$ cat src/quaternion_to_euler_angles_assert.svh
// ============================================================================
// quaternion_to_euler_angles assertion macros
// concurrent assertion forms for the block's top module
// ============================================================================
`ifndef QUATERNION_TO_EULER_ANGLES_ASSERT_SVH
`define QUATERNION_TO_EULER_ANGLES_ASSERT_SVH

// same-cycle implication
`define QTE_ASSERT_NOW(label, clk, rst, ante, cons, msg) \
   label: assert property (@(posedge clk) disable iff (rst) (ante) |-> (cons)) \
      else $error(msg);

// next-cycle implication
`define QTE_ASSERT_NEXT(label, clk, rst, ante, cons, msg) \
   label: assert property (@(posedge clk) disable iff (rst) (ante) |=> (cons)) \
      else $error(msg);

`endif

$ cat src/qte_pkg.sv
// ============================================================================
// qte_pkg
// types, constants and helper functions of the quaternion to euler block
// ============================================================================
package qte_pkg;

   localparam int SUM_W  = 33;   // saturated product sums, scale 2^-30
   localparam int CX_W   = 36;   // cordic x/y datapath
   localparam int CZ_W   = 34;   // cordic angle accumulator, scale 2^-29
   localparam int ANG_W  = 19;   // rounded angle before saturation
   localparam int RAD_W  = 61;   // sqrt radicand
   localparam int ROOT_W = 31;   // sqrt result
   localparam int SQRT_STAGES = 31;

   localparam logic signed [34:0] SUM_MAX = 35'sd4294967295;
   localparam logic signed [34:0] SUM_MIN = -35'sd4294967296;
   localparam logic signed [34:0] ONE_Q30 = 35'sd1073741824;
   localparam logic signed [CZ_W-1:0] PI_Q29 = 34'sd1686629713;
   localparam logic signed [ANG_W-1:0] PI_Q13 = 19'sd25736;
   localparam logic signed [ANG_W-1:0] HALF_PI_Q13 = 19'sd12868;
   localparam logic [RAD_W-1:0] ONE_Q60 = 61'h1000_0000_0000_0000;

   typedef struct packed {
      logic signed [SUM_W-1:0] sr;
      logic signed [SUM_W-1:0] cr;
      logic signed [SUM_W-1:0] sp;
      logic signed [SUM_W-1:0] sy;
      logic signed [SUM_W-1:0] cy;
      logic                    clamp;
   } side_type;

   typedef struct packed {
      logic clamp;
      logic pos;
   } flag_type;

   function automatic logic signed [SUM_W-1:0] sat_sum(input logic signed [34:0] v);
      logic signed [34:0] r;
      r = v;
      if (v > SUM_MAX) r = SUM_MAX;
      else if (v < SUM_MIN) r = SUM_MIN;
      return r[SUM_W-1:0];
   endfunction

   function automatic logic signed [ANG_W-1:0] sat_angle(input logic signed [ANG_W-1:0] v,
                                                         input logic signed [ANG_W-1:0] lim);
      logic signed [ANG_W-1:0] r;
      r = v;
      if (v > lim) r = lim;
      else if (v < -lim) r = -lim;
      return r;
   endfunction

   // atan(2^-i) at scale 2^-29, rounded to nearest
   function automatic logic signed [CZ_W-1:0] atan_entry(input int unsigned i);
      logic [31:0] t;
      unique case (i)
         0: t = 32'd421657428;
         1: t = 32'd248918915;
         2: t = 32'd131521918;
         3: t = 32'd66762579;
         4: t = 32'd33510843;
         5: t = 32'd16771758;
         6: t = 32'd8387925;
         7: t = 32'd4194219;
         8: t = 32'd2097141;
         9: t = 32'd1048575;
         10: t = 32'd524288;
         11: t = 32'd262144;
         12: t = 32'd131072;
         13: t = 32'd65536;
         14: t = 32'd32768;
         15: t = 32'd16384;
         16: t = 32'd8192;
         17: t = 32'd4096;
         18: t = 32'd2048;
         19: t = 32'd1024;
         20: t = 32'd512;
         21: t = 32'd256;
         22: t = 32'd128;
         23: t = 32'd64;
         default: t = 32'd0;
      endcase
      return $signed({2'b00, t});
   endfunction

endpackage

$ cat src/qte_isqrt.sv
// ============================================================================
// qte_isqrt
// pipelined integer square root, one result bit per stage
// ============================================================================
module qte_isqrt (
   input  logic                           clock,
   input  logic                           reset,
   input  logic                           en,
   input  logic                           in_valid,
   input  logic [qte_pkg::RAD_W-1:0]      in_value,
   output logic                           out_valid,
   output logic [qte_pkg::ROOT_W-1:0]     out_root
);

   localparam int N = qte_pkg::SQRT_STAGES;
   localparam int W = qte_pkg::RAD_W;

   logic [W-1:0] rem_ff [N];
   logic [W-1:0] res_ff [N];
   logic         valid_ff [N];

   for (genvar k = 0; k < N; k++) begin : g_step
      logic [W-1:0] rem_cur;
      logic [W-1:0] res_cur;
      logic         vld_cur;
      logic [W:0]   trial;
      logic [W-1:0] rem_in;
      logic [W-1:0] res_in;
      localparam logic [W-1:0] BIT = W'(1) << (W - 1 - 2 * k);

      if (k == 0) begin : g_first
         assign rem_cur = in_value;
         assign res_cur = '0;
         assign vld_cur = in_valid;
      end else begin : g_next
         assign rem_cur = rem_ff[k-1];
         assign res_cur = res_ff[k-1];
         assign vld_cur = valid_ff[k-1];
      end

      always_comb begin
         trial = {1'b0, res_cur} + {1'b0, BIT};
         if ({1'b0, rem_cur} >= trial) begin
            rem_in = rem_cur - trial[W-1:0];
            res_in = (res_cur >> 1) + BIT;
         end else begin
            rem_in = rem_cur;
            res_in = res_cur >> 1;
         end
      end

      always_ff @(posedge clock) begin
         if (reset) begin
            valid_ff[k] <= 1'b0;
         end else if (en) begin
            valid_ff[k] <= vld_cur;
         end
      end

      always_ff @(posedge clock) begin
         if (en) begin
            rem_ff[k] <= rem_in;
            res_ff[k] <= res_in;
         end
      end
   end

   assign out_valid = valid_ff[N-1];
   assign out_root  = res_ff[N-1][qte_pkg::ROOT_W-1:0];

endmodule

$ cat config.mk
export PLATFORM = sky130hd
export DESIGN_NAME = qte_isqrt
export DESIGN_NICKNAME = d
export VERILOG_FILES = /design/src/quaternion_to_euler_angles_assert.svh /design/src/qte_pkg.sv /design/src/qte_isqrt.sv
export SDC_FILE = /design/constraint.sdc
export NUM_CORES = 2
export LEC_CHECK = 0
export ABC_AREA = 0
export BUFFER_PORTS_ARGS = -buffer_cell sky130_fd_sc_hd__buf_2
export CAP_MARGIN = 20
export CORE_UTILIZATION = 65
export DETAILED_ROUTE_END_ITERATION = 8
export PLACE_DENSITY = 0.89
export SLEW_MARGIN = 20
export SYNTH_ARGS = -nofsm -noshare
export SYNTH_HDL_FRONTEND = slang
export SYNTH_SLANG_ARGS = --single-unit
export TNS_END_PERCENT = 5
$ cat constraint.sdc
create_clock -name clock -period 7.9 [get_ports clock]
set_input_delay 1.185 -clock clock [delete_from_list [all_inputs] [get_ports clock]]
set_output_delay 1.185 -clock clock [all_outputs]
set_load 0.01 [all_outputs]
==> metrics.cfg <==
[power_and_ir_drop]
powerDensity_mw_per_mm2 = 297
vdd_ir_drop_max_uv = 288
power_leakage_nw = 46.3
power.total_w = 0.0364

[yosys]
yosysSeqAreaShare_pct = 63.2
yosys_warnings = 0
ys_types = 86
synth_area_leaders = edfxtp_1, ha_1, xnor2_1
synth_area_mm2 = 0.112
syn_inst = 8823
synthTopCellsByCount = edfxtp_1, inv_1, nor2_1
synth_most_common_cell = edfxtp_1
async_reset_ff_share_pct = 0
synth_edf_count = 2357
synth.net_count = 9412
synth_top_area_share_pct = 63.2
synthFlopType = edfxtp_1
synth.ff_latch_count = 2357
synth_largest_area_cell = edfxtp_1
avgSynthCellArea_um2 = 12.7

[timing]
slew_violations = 0
max_freq_mhz = 211
rsz0062_at_grt = false
hold_violations = 0
skew_ps = 72.4
final.min_clock_period_ps = 4740
setup_viol = 0
worst_pin_slew_ps = 1180
hold_slack_ps = 437
relSlewSlack_pct = 21.2
fin_crit_sh_pct = 60.0
final.setup.tns_ps = 0

[clock_tree]
clkLatencyLatePin_ps = 890
cts_tree = done
postCtsSetupBuffers = 0
cts_resized = 0
htree_num_levels = 4
numClockSinks = 2357
root_buffer = clkbuf_16
cts_made_buffers = 225
hold_buffers = 0
clk_pin_slew_ps = 60
clock_path_buffers = 3

[global_route]
track_usage_pct = 32.0
antenna_found_initial = 12
grt_max_degree = 238
overflow = 0
grt_pass1_vias = 72788
grt_pass1_wl_mm = 426

[floorplanning]
die-height_um = 417
die-area_mm2 = 0.174
start_util_pct = 65.7
die_w_um = 417
io_pins = 97
fp.coreArea_mm2 = 0.170
placementRows = 151

[critical_path]
crit_required_ps = 8460
critPathCaptureType = flip-flop
cp_slowest_cell = nor3_1
critPathMaxStageDelay_ps = 660
critical_path_class = reg -> reg
critPathLaunchType = flip-flop
ff2ff_setup_slack_ps = 3160
path_delay_family = simple AND/OR/NAND/NOR gates
path_cells = inv_1 -> ha_1 -> nor2b_1 -> nand4_1 -> nor3_1 -> nand4_1 -> and4_1 -> o21a_1 -> or3_1 -> or3_1 -> nor4_1 -> xor2_1
crit_fanout = 8
crit_buf_inv = 1
cp.arrival_ps = 5310

[run_status]
status = complete, but fails checks
violations = design-rule violations

[cells_and_area]
fillCellCount = 10294
syn2layout_area_growth_pct = 9.53
final_area_mm2 = 0.123
nets = 9607
stdcell_count = 11503
final_layout_size_suffix_gt1_share_pct = 6.93

[drt]
num_vias = 75165
drc = 2
routed_wl_mm = 283
ant_nets = 0
drtIter0Drc = 10235
dr.pass1.iters = 9
wl_per_cell_um = 24.6
viasPerCell = 6.53

[placed_design]
portBuffers = 96
routabilityCongestion = 0.976
place_inst = 11085
dpl.hpwl_mm = 191
placed_area_mm2 = 0.115

[run]
maxCapViolations = 0

[worst_hold_path]
min-delay-path-class = reg -> reg

==> layer usage <==
layer / wire (um) / vias to the layer above / global-route usage (%) / share of wire (%)
met1: 106000 / 36336 / 41.3 / 38
met3: 28000 / 904 / 6.43 / 9.9
met5: 48 / - / 0 / 0.017
met4: 12800 / 8 / 13.3 / 4.5
met2: 136000 / 4603 / 53.1 / 48
li1: - / 33314 / - / -
==> cells by family after synthesis <==
logic type	synth area share, %
AND/OR/NAND/NOR	11.8
buffers and inverters	2.72
AO/OA/AOI/OAI	9.09
other	0.00335
flip-flops	63.2
XOR/XNOR	6.28
multiplexers	1.01
adder cells (fa/ha/maj)	5.86
==> placed cells by master, fill, tap and decap left out, drive strengths merged, types with 25 or more instances in the layout <==
| cell | n |
|---|---|
| o211ai | 35 |
| xnor2 | 415 |
| nand2b | 108 |
| clkinv | 105 |
| nor4b | 40 |
| and2 | 67 |
| a21o | 195 |
| bufinv | 25 |
| o21ai | 363 |
| nor3 | 251 |
| or3 | 102 |
| and3 | 31 |
| a21oi | 605 |
| clkbuf | 259 |
| mux2 | 91 |
| or4 | 63 |
| nand3 | 148 |
| nor2b | 77 |
| buf | 137 |
| edfxtp | 2357 |
| or2 | 39 |
| a211oi | 32 |
| o31ai | 38 |
| nand2 | 535 |
| inv | 645 |
| nor2 | 612 |
| ha | 523 |
| a31oi | 44 |
| o21bai | 53 |
| nand4 | 134 |
| nor4 | 292 |
| xor2 | 387 |
| o21a | 83 |
==> worst paths after layout <==
path | from | endpoint | cells after the start
max | res_ff[1][524]$_DFFE_PP_ | rem_ff[1][602]$_DFFE_PP_ | 12
min | res_ff[0][952]$_DFFE_PP_ | res_ff[1][36]$_DFFE_PP_ | 0
max reg2reg | res_ff[1][524]$_DFFE_PP_ | rem_ff[1][602]$_DFFE_PP_ | 12
min reg2reg | res_ff[0][952]$_DFFE_PP_ | res_ff[1][36]$_DFFE_PP_ | 0
==> flip-flops by register name, summed over array words and instances (netlist names) <==
name / flops
rem_ff: 1830
res_ff: 496
valid_ff: 31
==> final cells by class <==
class / instances / area, um2 / area share (%)
Antenna cell: 7 / 17.5 / 0.0143
Clock buffer: 259 / 5780 / 4.71
Clock inverter: 151 / 1630 / 1.33
Inverter: 638 / 2400 / 1.96
Multi-Input combinational cell: 5659 / 38200 / 31.1
Sequential cell: 2357 / 70800 / 57.7
Tap cell: 2295 / 2870 / 2.34
Timing Repair Buffer: 137 / 936 / 0.763
==> power by group <==
group	internal, W	leakage, nW	switching (W)	total, W
sequential	0.0160	22.7	0.00144	0.0174
clock	0.00608	3.57	0.00487	0.0110
combinational	0.00325	19.9	0.00480	0.00805
==> metrics by stage <==
stage	util (%)	setup WS (ps)
finish	72.0	3160
global route	72.0	3070
CTS	72.0	3310
detailed placement	67.6	3320
global placement	67.6	3410
floorplan	-	4080
No activity file was read; power rests on OpenSTA's default activity.
